**config.mk**
```make
export PLATFORM = sky130hd
export DESIGN_NAME = bubble_sort_with_counts_flat
export DESIGN_NICKNAME = d
export VERILOG_FILES = /design/src/sv/bsc_pkg.sv /design/src/sv/bsc_if.sv /design/src/sv/bsc_ctrl.sv /design/src/sv/bsc_dp.sv /design/src/sv/bubble_sort_with_counts.sv /design/src/flat_wrapper.sv
export SDC_FILE = /design/constraint.sdc
export NUM_CORES = 2
export LEC_CHECK = 0
export ABC_AREA = 0
export BUFFER_PORTS_ARGS = -buffer_cell sky130_fd_sc_hd__buf_2
export CORE_MARGIN = 10
export CORE_UTILIZATION = 45
export DETAILED_ROUTE_END_ITERATION = 8
export GPL_TIMING_DRIVEN = 0
export SLEW_MARGIN = 20
export SYNTH_ARGS = -nofsm -noshare
export SYNTH_HDL_FRONTEND = slang
export SYNTH_HIERARCHICAL = 1
export SYNTH_SLANG_ARGS = --single-unit
```
**constraint.sdc**
```tcl
create_clock -name clk -period 6.35 [get_ports clk]
set_clock_uncertainty 0.15 [all_clocks]
set_input_delay 0.9525 -clock clk [delete_from_list [all_inputs] [get_ports clk]]
set_output_delay 0.9525 -clock clk [all_outputs]
set_load 0.02 [all_outputs]
```
**src/sv/bsc_pkg.sv**
```systemverilog
// Shared constants and control/status types for the counting bubble sorter.
package bsc_pkg;

  localparam int MAX_ITEMS = 64;
  localparam int ADDR_W    = $clog2(MAX_ITEMS);
  localparam int CNT_W     = $clog2(MAX_ITEMS + 1);
  localparam int VAL_W     = 32;
  localparam int TOTAL_W   = 11;
  localparam logic [TOTAL_W-1:0] TOTAL_MAX = {TOTAL_W{1'b1}};

  // Commands from the controller to the datapath.
  typedef struct packed {
    logic store;       // write the input item at the fill position
    logic pass_start;  // read the top entry, clear the pass swap flag
    logic pass_first;  // capture the top entry, read the one below
    logic step;        // compare, write back, read the next lower entry
    logic pass_end;    // write the carried value, advance the pass
    logic out_read;    // read the entry at the output index
    logic out_next;    // advance the output index
    logic clear;       // return control state to its reset values
  } cmd_t;

  // Status from the datapath to the controller.
  typedef struct packed {
    logic no_pass;     // current pass would make no comparison
    logic last_step;   // current step is the last one of the pass
    logic swapped;     // a swap happened in the current pass
    logic out_last;    // output index is on the final entry
  } sts_t;

endpackage

```
**src/sv/bsc_if.sv**
```systemverilog
// Valid/ready channel interfaces for the input and result items.
interface bsc_in_if;
  logic                             valid;
  logic                             ready;
  logic signed [bsc_pkg::VAL_W-1:0] item_value;
  logic                             is_last;

  modport source (output valid, output item_value, output is_last, input ready);
  modport sink   (input valid, input item_value, input is_last, output ready);
endinterface

interface bsc_out_if;
  logic                               valid;
  logic                               ready;
  logic signed [bsc_pkg::VAL_W-1:0]   sorted_value;
  logic                               last_out;
  logic        [bsc_pkg::TOTAL_W-1:0] compare_total;
  logic        [bsc_pkg::TOTAL_W-1:0] swap_total;

  modport source (output valid, output sorted_value, output last_out,
                  output compare_total, output swap_total, input ready);
  modport sink   (input valid, input sorted_value, input last_out,
                  input compare_total, input swap_total, output ready);
endinterface

```
**src/sv/bsc_ctrl.sv**
```systemverilog
// Sequencer for load, bubble-sort passes and output of one set.
module bsc_ctrl (
  input  logic          clk,
  input  logic          rst_n,
  input  logic          in_valid,
  input  logic          in_is_last,
  output logic          in_ready,
  output logic          out_valid,
  input  logic          out_ready,
  input  bsc_pkg::sts_t sts,
  output bsc_pkg::cmd_t cmd
);

  typedef enum logic [2:0] {
    S_LOAD,
    S_PSTART,
    S_PFIRST,
    S_STEP,
    S_PEND,
    S_ORD,
    S_OWAIT
  } state_t;

  state_t state_r, state_nxt;
  logic   in_ready_r, in_ready_nxt;
  logic   out_valid_r, out_valid_nxt;

  always_comb begin
    state_nxt     = state_r;
    in_ready_nxt  = in_ready_r;
    out_valid_nxt = out_valid_r;
    cmd           = '0;
    unique case (state_r)
      S_LOAD: begin
        if (in_valid && in_ready_r) begin
          cmd.store = 1'b1;
          if (in_is_last) begin
            in_ready_nxt = 1'b0;
            state_nxt    = S_PSTART;
          end
        end
      end
      S_PSTART: begin
        if (sts.no_pass) begin
          state_nxt = S_ORD;
        end else begin
          cmd.pass_start = 1'b1;
          state_nxt      = S_PFIRST;
        end
      end
      S_PFIRST: begin
        cmd.pass_first = 1'b1;
        state_nxt      = S_STEP;
      end
      S_STEP: begin
        cmd.step = 1'b1;
        if (sts.last_step) begin
          state_nxt = S_PEND;
        end
      end
      S_PEND: begin
        cmd.pass_end = 1'b1;
        state_nxt    = sts.swapped ? S_PSTART : S_ORD;
      end
      S_ORD: begin
        cmd.out_read  = 1'b1;
        out_valid_nxt = 1'b1;
        state_nxt     = S_OWAIT;
      end
      S_OWAIT: begin
        if (out_ready) begin
          out_valid_nxt = 1'b0;
          if (sts.out_last) begin
            cmd.clear    = 1'b1;
            in_ready_nxt = 1'b1;
            state_nxt    = S_LOAD;
          end else begin
            cmd.out_next = 1'b1;
            state_nxt    = S_ORD;
          end
        end
      end
      default: begin
        state_nxt     = S_LOAD;
        in_ready_nxt  = 1'b1;
        out_valid_nxt = 1'b0;
      end
    endcase
  end

  always_ff @(posedge clk) begin
    if (!rst_n) begin
      state_r     <= S_LOAD;
      in_ready_r  <= 1'b1;
      out_valid_r <= 1'b0;
    end else begin
      state_r     <= state_nxt;
      in_ready_r  <= in_ready_nxt;
      out_valid_r <= out_valid_nxt;
    end
  end

  assign in_ready  = in_ready_r;
  assign out_valid = out_valid_r;

  // Loading and emitting never overlap.
  a_no_overlap: assert property (@(posedge clk) disable iff (!rst_n)
    !(in_ready_r && out_valid_r))
    else $error("input ready while a result is shown");

  // The result is shown exactly while the controller waits on the receiver.
  a_valid_state: assert property (@(posedge clk) disable iff (!rst_n)
    out_valid_r == (state_r == S_OWAIT))
    else $error("result valid out of step with the sequencer");

endmodule

```
**src/sv/bsc_dp.sv**
```systemverilog
// Value store, pass/step indexes, carried value and comparison counters.
module bsc_dp (
  input  logic                                 clk,
  input  logic                                 rst_n,
  input  bsc_pkg::cmd_t                        cmd,
  output bsc_pkg::sts_t                        sts,
  input  logic signed [bsc_pkg::VAL_W-1:0]     in_value,
  output logic signed [bsc_pkg::VAL_W-1:0]     out_value,
  output logic                                 out_last,
  output logic        [bsc_pkg::TOTAL_W-1:0]   out_compares,
  output logic        [bsc_pkg::TOTAL_W-1:0]   out_swaps
);

  localparam int AW = bsc_pkg::ADDR_W;
  localparam int CW = bsc_pkg::CNT_W;
  localparam int VW = bsc_pkg::VAL_W;
  localparam int TW = bsc_pkg::TOTAL_W;

  logic signed [VW-1:0] store_mem [bsc_pkg::MAX_ITEMS];
  logic signed [VW-1:0] rdata_r;
  logic signed [VW-1:0] cur_r, cur_nxt;

  logic [CW-1:0] fill_r, fill_nxt;
  logic [AW-1:0] pass_r, pass_nxt;
  logic [AW-1:0] j_r, j_nxt;
  logic [AW-1:0] k_r, k_nxt;
  logic          swapped_r, swapped_nxt;
  logic [TW-1:0] cmp_r, cmp_nxt;
  logic [TW-1:0] swp_r, swp_nxt;

  logic [CW-1:0] fill_m1;
  logic          full;
  logic          swap_now;

  logic          wr_en;
  logic [AW-1:0] wr_addr;
  logic [VW-1:0] wr_data;
  logic          rd_en;
  logic [AW-1:0] rd_addr;

  assign fill_m1  = fill_r - CW'(1);
  assign full     = (fill_r == CW'(bsc_pkg::MAX_ITEMS));
  // Value carried from above sinks past the entry just read.
  assign swap_now = (cur_r < rdata_r);

  assign sts.no_pass   = ((CW'(pass_r) + CW'(1)) >= fill_r);
  assign sts.last_step = ((j_r - AW'(1)) == pass_r);
  assign sts.swapped   = swapped_r;
  assign sts.out_last  = (k_r == fill_m1[AW-1:0]);

  // Store port selection.
  always_comb begin
    wr_en   = 1'b0;
    wr_addr = fill_r[AW-1:0];
    wr_data = in_value;
    rd_en   = 1'b1;
    rd_addr = k_r;
    if (cmd.store) begin
      wr_en = !full;
    end else if (cmd.step) begin
      wr_en   = 1'b1;
      wr_addr = j_r;
      wr_data = swap_now ? rdata_r : cur_r;
    end else if (cmd.pass_end) begin
      wr_en   = 1'b1;
      wr_addr = pass_r;
      wr_data = cur_r;
    end
    if (cmd.pass_start) begin
      rd_addr = fill_m1[AW-1:0];
    end else if (cmd.pass_first) begin
      rd_addr = j_r - AW'(1);
    end else if (cmd.step) begin
      rd_addr = j_r - AW'(2);
    end else if (!cmd.out_read) begin
      rd_en = 1'b0;
    end
  end

  always_ff @(posedge clk) begin
    if (wr_en) begin
      store_mem[wr_addr] <= wr_data;
    end
    if (rd_en) begin
      rdata_r <= store_mem[rd_addr];
    end
  end

  always_comb begin
    fill_nxt    = fill_r;
    pass_nxt    = pass_r;
    j_nxt       = j_r;
    k_nxt       = k_r;
    swapped_nxt = swapped_r;
    cmp_nxt     = cmp_r;
    swp_nxt     = swp_r;
    cur_nxt     = cur_r;
    if (cmd.store && !full) begin
      fill_nxt = fill_r + CW'(1);
    end
    if (cmd.pass_start) begin
      j_nxt       = fill_m1[AW-1:0];
      swapped_nxt = 1'b0;
    end
    if (cmd.pass_first) begin
      cur_nxt = rdata_r;
    end
    if (cmd.step) begin
      j_nxt   = j_r - AW'(1);
      cmp_nxt = (cmp_r == bsc_pkg::TOTAL_MAX) ? cmp_r : cmp_r + TW'(1);
      if (swap_now) begin
        swapped_nxt = 1'b1;
        swp_nxt     = (swp_r == bsc_pkg::TOTAL_MAX) ? swp_r : swp_r + TW'(1);
      end else begin
        cur_nxt = rdata_r;
      end
    end
    if (cmd.pass_end) begin
      pass_nxt = pass_r + AW'(1);
    end
    if (cmd.out_next) begin
      k_nxt = k_r + AW'(1);
    end
    if (cmd.clear) begin
      fill_nxt    = '0;
      pass_nxt    = '0;
      k_nxt       = '0;
      swapped_nxt = 1'b1;
      cmp_nxt     = '0;
      swp_nxt     = '0;
    end
  end

  always_ff @(posedge clk) begin
    if (!rst_n) begin
      fill_r    <= '0;
      pass_r    <= '0;
      k_r       <= '0;
      swapped_r <= 1'b1;
      cmp_r     <= '0;
      swp_r     <= '0;
    end else begin
      fill_r    <= fill_nxt;
      pass_r    <= pass_nxt;
      k_r       <= k_nxt;
      swapped_r <= swapped_nxt;
      cmp_r     <= cmp_nxt;
      swp_r     <= swp_nxt;
    end
  end

  always_ff @(posedge clk) begin
    j_r   <= j_nxt;
    cur_r <= cur_nxt;
  end

  assign out_value    = rdata_r;
  assign out_last     = sts.out_last;
  assign out_compares = cmp_r;
  assign out_swaps    = swp_r;

  // A compare step always lies above the pass boundary.
  a_step_range: assert property (@(posedge clk) disable iff (!rst_n)
    cmd.step |-> (j_r > pass_r))
    else $error("compare step at or below the pass index");

  // Every swap follows a compare.
  a_swap_le_cmp: assert property (@(posedge clk) disable iff (!rst_n)
    swp_r <= cmp_r)
    else $error("swap total exceeds compare total");

  // A pass is only started on a non-empty set.
  a_pass_nonempty: assert property (@(posedge clk) disable iff (!rst_n)
    cmd.pass_start |-> (fill_r != '0))
    else $error("sort pass on an empty set");

endmodule

```
**src/sv/bubble_sort_with_counts.sv**
```systemverilog
// Top level of the counting bubble sorter: channels, controller and datapath.
//
// Usage:
//   in_ch carries one signed 32-bit item_value per item; the item with
//   is_last set closes the set. Up to MAX_ITEMS values are kept, and later
//   values of an overfull set are dropped (an is_last mark still closes it).
//   After the closing item the block sorts the set ascending with an
//   early-exit bubble sort, then emits one result per stored value on
//   out_ch, lowest first, last_out on the final one. Every result carries
//   the set's compare_total and swap_total (saturating at their maximum).
// Sorting a set:
//   load takes one item per cycle; each pass p reads and captures the top
//   entry, makes one compare per cycle through the single store read port
//   down to entry p+1, then writes the carried value to entry p; output
//   reads each result from the store (store read), then shows it until
//   the receiver takes it.
//   in_ch.ready is low from the closing item until the last result leaves.
// Reset clears the control state and counts; the store holds stale data,
//   but only entries written for the current set are ever read.
// A stalled receiver holds the shown result and freezes the sequencer.
module bubble_sort_with_counts (
  input  logic             clk,
  input  logic             rst_n,
  bsc_in_if.sink           in_ch,
  bsc_out_if.source        out_ch
);

  bsc_pkg::cmd_t cmd;
  bsc_pkg::sts_t sts;

  // Sequencer: drives both handshakes and steps the datapath.
  bsc_ctrl u_ctrl (
    .clk        (clk),
    .rst_n      (rst_n),
    .in_valid   (in_ch.valid),
    .in_is_last (in_ch.is_last),
    .in_ready   (in_ch.ready),
    .out_valid  (out_ch.valid),
    .out_ready  (out_ch.ready),
    .sts        (sts),
    .cmd        (cmd)
  );

  // Datapath: store, carried value and counts; result payload comes from
  // its registers and holds while the receiver stalls.
  bsc_dp u_dp (
    .clk          (clk),
    .rst_n        (rst_n),
    .cmd          (cmd),
    .sts          (sts),
    .in_value     (in_ch.item_value),
    .out_value    (out_ch.sorted_value),
    .out_last     (out_ch.last_out),
    .out_compares (out_ch.compare_total),
    .out_swaps    (out_ch.swap_total)
  );

endmodule

```
**src/flat_wrapper.sv**
```systemverilog
// flat-port wrapper written by rule: the top's interface ports become plain ports
module bubble_sort_with_counts_flat 
  (clk, rst_n, in_ch_valid, in_ch_item_value, in_ch_is_last, in_ch_ready, out_ch_valid, out_ch_sorted_value, out_ch_last_out, out_ch_compare_total, out_ch_swap_total, out_ch_ready);
  bsc_in_if in_ch_i ();
  bsc_out_if out_ch_i ();
  input  logic clk;
  input  logic rst_n;
  input wire logic [$bits(in_ch_i.valid)-1:0] in_ch_valid;
  input wire logic [$bits(in_ch_i.item_value)-1:0] in_ch_item_value;
  input wire logic [$bits(in_ch_i.is_last)-1:0] in_ch_is_last;
  output wire logic [$bits(in_ch_i.ready)-1:0] in_ch_ready;
  output wire logic [$bits(out_ch_i.valid)-1:0] out_ch_valid;
  output wire logic [$bits(out_ch_i.sorted_value)-1:0] out_ch_sorted_value;
  output wire logic [$bits(out_ch_i.last_out)-1:0] out_ch_last_out;
  output wire logic [$bits(out_ch_i.compare_total)-1:0] out_ch_compare_total;
  output wire logic [$bits(out_ch_i.swap_total)-1:0] out_ch_swap_total;
  input wire logic [$bits(out_ch_i.ready)-1:0] out_ch_ready;
  assign in_ch_i.valid = in_ch_valid;
  assign in_ch_i.item_value = in_ch_item_value;
  assign in_ch_i.is_last = in_ch_is_last;
  assign in_ch_ready = in_ch_i.ready;
  assign out_ch_valid = out_ch_i.valid;
  assign out_ch_sorted_value = out_ch_i.sorted_value;
  assign out_ch_last_out = out_ch_i.last_out;
  assign out_ch_compare_total = out_ch_i.compare_total;
  assign out_ch_swap_total = out_ch_i.swap_total;
  assign out_ch_i.ready = out_ch_ready;
  bubble_sort_with_counts u_core (.clk(clk), .rst_n(rst_n), .in_ch(in_ch_i), .out_ch(out_ch_i));
endmodule
```
Word-level counts from Yosys, hierarchy flattened
Memory sizes are Yosys's and may differ from the RTL's. A register that Yosys moved wholly into a read port is not among the register bits.
Index checks and enable logic that the tools add are counted.
{"block": "op_classes", "n_addsub": 9, "magnitude_cmp": 2, "n_eq_ne": 16, "n_mux": 54, "bitwise_logic": 5, "n_reduce_logical": 13}
{"op": "two-way mux 32 bit", "n": 7}
{"op": "two-way mux 6 bit", "n": 8}
{"op": "< comparator 32 bit", "n": 1}
{"op": "two-way mux 1 bit", "n": 27}
{"op": "adder 11 x 1 -> 11 bit, second input constant", "n": 2}
{"op": "== test 11 bit, second input constant", "n": 2}
{"op": "two-way mux 3 bit", "n": 7}
{"op": "one-hot mux 3 bit (7 select lines)", "n": 1}
{"op": "adder 6 x 1 -> 6 bit, second input constant", "n": 2}
{"op": "== test 6 bit", "n": 2}
{"op": "subtractor 6 x 1 -> 6 bit, second input constant", "n": 2}
{"op": "OR reduction 5 bit", "n": 2}
{"op": "== test 3 bit, second input constant", "n": 3}
{"op": "!= test 2 bit, second input constant", "n": 4}
{"op": "adder 6 x 1 -> 7 bit, second input constant", "n": 1}
{"op": "adder 7 x 1 -> 7 bit, second input constant", "n": 1}
{"op": "== test 7 bit, second input constant", "n": 1}
{"op": "greater-or-equal comparator 7 bit", "n": 1}
{"op": "== test 3 x 2 -> 1 bit, second input constant", "n": 2}
{"op": "one-hot mux 1 bit (3 select lines)", "n": 2}
{"op": "subtractor 6 x 2 -> 6 bit, second input constant", "n": 1}
{"op": "NOT 1 bit", "n": 5}
{"op": "AND reduction 5 bit", "n": 1}
{"op": "two-way mux 2 bit", "n": 2}
{"op": "other kinds (10)", "n": 12}
{"block": "totals", "regBits": 85, "ram_bits": 2048, "output_inout_bits": 57, "memories": 1}
{"memory": "u_core.u_dp.store_mem", "words": 64, "width": 32, "rd": 1, "rd_clocked_by_memory_dff": 1, "wr": 1, "line_no": "bsc_dp.sv:19", "text": "logic signed [VW-1:0] store_mem [bsc_pkg::MAX_ITEMS];"}

Longest topological paths before layout
{"block": "depth", "depth_word": 7, "depth_mapped": 23}

Modules after synthesis
Netlist, hierarchy kept.
{"module": "bsc_dp", "instances": 1, "cells_per_inst": 6775, "area_each_um2": 87446.4}
{"module": "bsc_ctrl", "instances": 1, "cells_per_inst": 49, "area_each_um2": 395.4}

Least setup slack after synthesis
Ideal clock, no wire load.
{"block": "synth_timing", "path_kind": "register to register", "start": "register u_core.u_dp.rdata_r[29], in the netlist u_core/u_dp/out_value[29], read port of u_core.u_dp.store_mem", "end": "memory u_core/u_dp/store_mem[0][10] (netlist name), data pin", "setup_ps": 548, "arrival_ps": 4241, "required_time_ps": 5652, "path_slack_ps": 1411, "stages_incl_launch_ff": 12, "path_buffers": 1, "synth_period_minus_slack_ps": 4939, "path_cell_list": "edfxtp_1 inv_1 ha_1 a21o_1 a21o_1 a21oi_1 o21ai_0 xor2_1 o21ai_1 clkbuf_1 mux2i_1 a21oi_1"}
{"block": "synth_between", "elab_chain_cells": 4}
{"element": "start, declared", "line_no": "bsc_dp.sv:20", "text": "logic signed [VW-1:0] rdata_r;"}
{"element": "< comparator 32 bit", "line_no": "bsc_dp.sv:44", "text": "assign swap_now = (cur_r < rdata_r);"}
{"element": "two-way mux 32 bit", "line_no": "bsc_dp.sv:63", "text": "wr_data = swap_now ? rdata_r : cur_r;"}
{"element": "two-way mux 32 bit", "line_no": "bsc_dp.sv:60", "text": "end else if (cmd.step) begin"}
{"element": "two-way mux 32 bit", "line_no": "bsc_dp.sv:58", "text": "if (cmd.store) begin"}
{"element": "via u_core.u_dp.wr_data[10]", "line_no": "bsc_dp.sv:37", "text": "logic [VW-1:0] wr_data;"}
{"element": "end, declared", "line_no": "bsc_dp.sv:19"}
The timed path passes the listed nets, and every way through them passes these cells.

==> metrics list <==
- Type of destination of the critical path: flip-flop
- Sequential element share of the synthesized area: 73.1%
- Kind of cell adding the most delay to the critical path: simple AND/OR/NAND/NOR gates
- The initial antenna violation count came to 19.
- Class of the worst hold path: in -> reg
- Most utilized layer in the global route result: met2
* Count of mapped cells out of synthesis: 6,824
* Post-CTS clock slew at the launch and capture registers of the worst setup and hold paths: 60 ps
* Number of maximum-capacitance constraint violations: 0
- Starting density of the core: 45.1%
* Tmin final: 6260 ps
* Worst Path Buf+Inv: 5
* Starting DRT DRC Count: 8,298
- Summed over all layers, the routed wires come to 296,000 µm.
* Pin count of the biggest net entering global routing: 36
- CP Launch Type: flip-flop
* CP max stage delay: 680 ps
* Number of different library cells in the post-synthesis netlist: 69
- Flip-flop and latch count after synthesis: 2,165
- All-layer global routing usage: 27.1%
- Fraction of registers with async set or reset after synthesis: 0%
* Count of nets after finishing: 7,385
- The number of nets in the synthesized netlist is 6,909.
- The worst path uses 98.6% of the clock period.
- Worst slew pin tran: 1300 ps
- CP Launch Point: u_core/u_dp/pass_r[1]
- The pre-antenna-repair detailed-routing pass consisted of 9 iterations.
- Average instance area after synthesis: 12.9 µm²
- Required time at the endpoint of the critical path: 6730 ps
* Worst reg2reg startpoint: u_core/u_dp/pass_r[1]
- Clock network latency to the later pin of the worst-skew pair: 890 ps
- Fraction of layout instances using a drive strength above 1: 14.1%
- The run finished with clean final reports.
* Post-CTS Setup Bufs: 0
* Peak Freq: 160 MHz
- The tree is rooted in a clkbuf_16.
- Via count: 60,500
- Vias in the first global route: 57,200
* Met1 Usage GRT: 35.8%
- Number of flops mapped to enable cells by yosys: 2,086
* Number of warning messages in the yosys log: 6
* Overflow left after global routing: 0
- Total Power: 50.0 mW
- The first global-routing pass estimated 417,000 µm of wire.
* Remaining number of nets flagged by the antenna check after routing: 0
- Pin placement for this block handled 94 I/O pins.
- Most common cell after layout, fill and taps aside: edfxtp_1
* Cell area power density: 476 nW/µm²
* CTS tree: done
- Core Footprint: 195,000 µm²
- The worst pin sits at a relative slew slack of 13.3%.
* Worst Path Arrival: 6640 ps
* Met2 layer usage reported by global route: 42.4%
- The clock tree synthesis step divided the H-tree into 4 levels.
- Endpoints failing setup: 0
- Routed wirelength normalized by instance count: 29.5 µm
- Peak supply drop: 0.340 mV
- Walking the worst path, the cells encountered are ha_1, ha_1, a21o_1, a21o_1, a21o_1, a21oi_1, nor2b_1, o21ai_0, nand2b_1, nor4_2, buf_6, nor3b_1, or4_1, buf_2, buf_4, buf_2, buf_2, nand2_1, nand3_1, a31oi_1, a31oi_1, or4_1.
* Number of hold violations in the final report: 0
- Commonest non-fill, non-tap cells in the layout: edfxtp_1, nand2_1, nand3_1, clkbuf_1, clkbuf_16
- Overall die area: 213,000 µm²
* Buffer depth of the longest clock path: 3
- The worst setup path is of the reg -> reg kind.
- Start point of the worst hold path: rst_n
* Number of buffers inserted by port buffering: 93
- Among all flip-flop cells after synthesis, the most frequent one is edfxtp_1.
- CTS Sinks: 2,165
- Number of buffers added by the clock tree synthesis step: 218
- Post-Syn Area: 87,800 µm²
- The floorplan step set the die width to 462 µm.
* Area growth, synth to finish: 19.6%
- For this run, design rule violations remaining after detail routing come to 0.
- Via-to-Cell Ratio: 6.03
* Leakage power figure: 36.0 nW
- At the end of routability-driven placement, the weighted congestion stood at 0.979.
- Total Negative Setup Slacks: 0 ps
- For this design, the slowest cell found on the critical path is or4_1.
- Global routing consumed, on the met3 layer, 6.97% of the routing resources.
* Pins over their slew limit: 0
- The HPWL after detailed placement is 214,000 µm.
* Largest fanout on the critical path: 10
* FP Rows: 162
- Die Y: 462 µm
synth_stat cells (3+ instances only):
library cell / n / area [µm²]
buf_1: 61 / 229
buf_6: 17 / 191
a311o_1: 4 / 40.0
and4_1: 4 / 35.0
a21boi_0: 3 / 22.5
o31ai_1: 3 / 22.5
nor3b_1: 3 / 22.5
a22oi_1: 16 / 120
xor2_1: 24 / 210
xnor2_1: 21 / 184
buf_4: 11 / 82.6
o22ai_1: 33 / 206
or3_1: 22 / 138
and2_1: 6 / 37.5
o32ai_1: 4 / 35.0
nor2_1: 181 / 679
nand4_1: 24 / 150
edfxtp_1: 2086 / 62600
mux2i_1: 167 / 1670
a21oi_1: 187 / 936
a31oi_1: 247 / 1550
a32oi_1: 59 / 517
nor2b_1: 7 / 43.8
or2_2: 3 / 18.8
o211ai_1: 7 / 52.6
o21ai_0: 30 / 150
ha_1: 48 / 601
nor3_1: 12 / 60.1
nand3_1: 772 / 3860
mux2_2: 32 / 360
nand2b_1: 5 / 31.3
o21ai_1: 4 / 20.0
a21o_1: 15 / 113
or4_1: 33 / 248
a41oi_1: 4 / 35.0
inv_1: 49 / 184
a211oi_1: 122 / 916
nand2_1: 1833 / 6880
and3_1: 193 / 1210
clkbuf_1: 257 / 965
dfxtp_1: 79 / 1580
buf_2: 101 / 505
worst paths after layout:
kind,endpoint,slack (ps),cells past startpoint
hold reg to reg,u_core/u_dp/out_compares[10],350,2
setup / recovery,u_core/u_dp/out_value[0],90,22
setup reg to reg,u_core/u_dp/out_value[0],90,22
hold / removal,u_core/u_ctrl/in_ready,200,2
repair_timing:
action	CTS	global route
gates resized for setup	152	89
cloned	0	0
hold buffers	0	0
endpoints found under the setup margin	32	32
sequential cells by signal (all words and copies together) (netlist names):
signal	flops
u_core/u_dp/j_r	6
u_core/u_dp/pass_r	6
u_core/u_dp/out_swaps	11
u_core/u_dp/swapped_r	1
u_core/u_ctrl/out_valid	1
u_core/u_ctrl/in_ready	1
u_core/u_ctrl/state_r	3
u_core/u_dp/out_value	32
u_core/u_dp/store_mem	2048
u_core/u_dp/fill_r	7
u_core/u_dp/k_r	6
u_core/u_dp/out_compares	11
u_core/u_dp/cur_r	32
power by group:
part	internal, mW	leakage [nW]	switching [mW]
Clock	7.71	3.56	5.61
Sequential	18.1	19.5	0.358
Combinational	5.17	12.9	13.1
Total	30.9	36.0	19.1
kinds of logic (layout without fill, tap and decap cells):
kind of cell	Yosys count	count (layout)	synth area share, %
mux	200	200	2.33
flops	2165	2165	73.1
compound gates	750	750	5.50
fa+ha+maj	48	48	0.684
other cells	0	12	0
xor+xnor	45	45	0.449
simple gates	3117	3117	15.5
buf+inv	499	1163	2.47
final cells by class:
type | instances | area (µm²)
timing repair buffer | 260 | 4650
sequential | 2165 | 64200
clock buffer | 263 | 5710
inverter | 52 | 195
fill | 15900 | 89500
clock inverter | 145 | 1660
multi-input combinational | 4160 | 23400
antenna | 12 | 30.0
buffer | 443 | 2060
tap | 2542 | 3180
layer usage:
layer / part of all wire, % / routed length, µm
met2: 45 / 135000
met3: 11 / 32900
met1: 39 / 115000
met4: 4.8 / 14200
met5: 0.015 / 43
through the flow:
step                std cells  setup WS, ps  utilization (%)  cell area (µm²)  hold slack, ps
detailed placement       9626         -1040             49.6            96600             340
CTS                     10000         -23.4             53.8           105000             136
floorplan                6824          1410                -            87800             321
global placement         9459         -4260             47.0            91500             331
global route            10000         -25.4             54.0           105000             174
finish                  10000          88.9             54.0           105000             197
No activity file was read; power rests on OpenSTA's default activity.
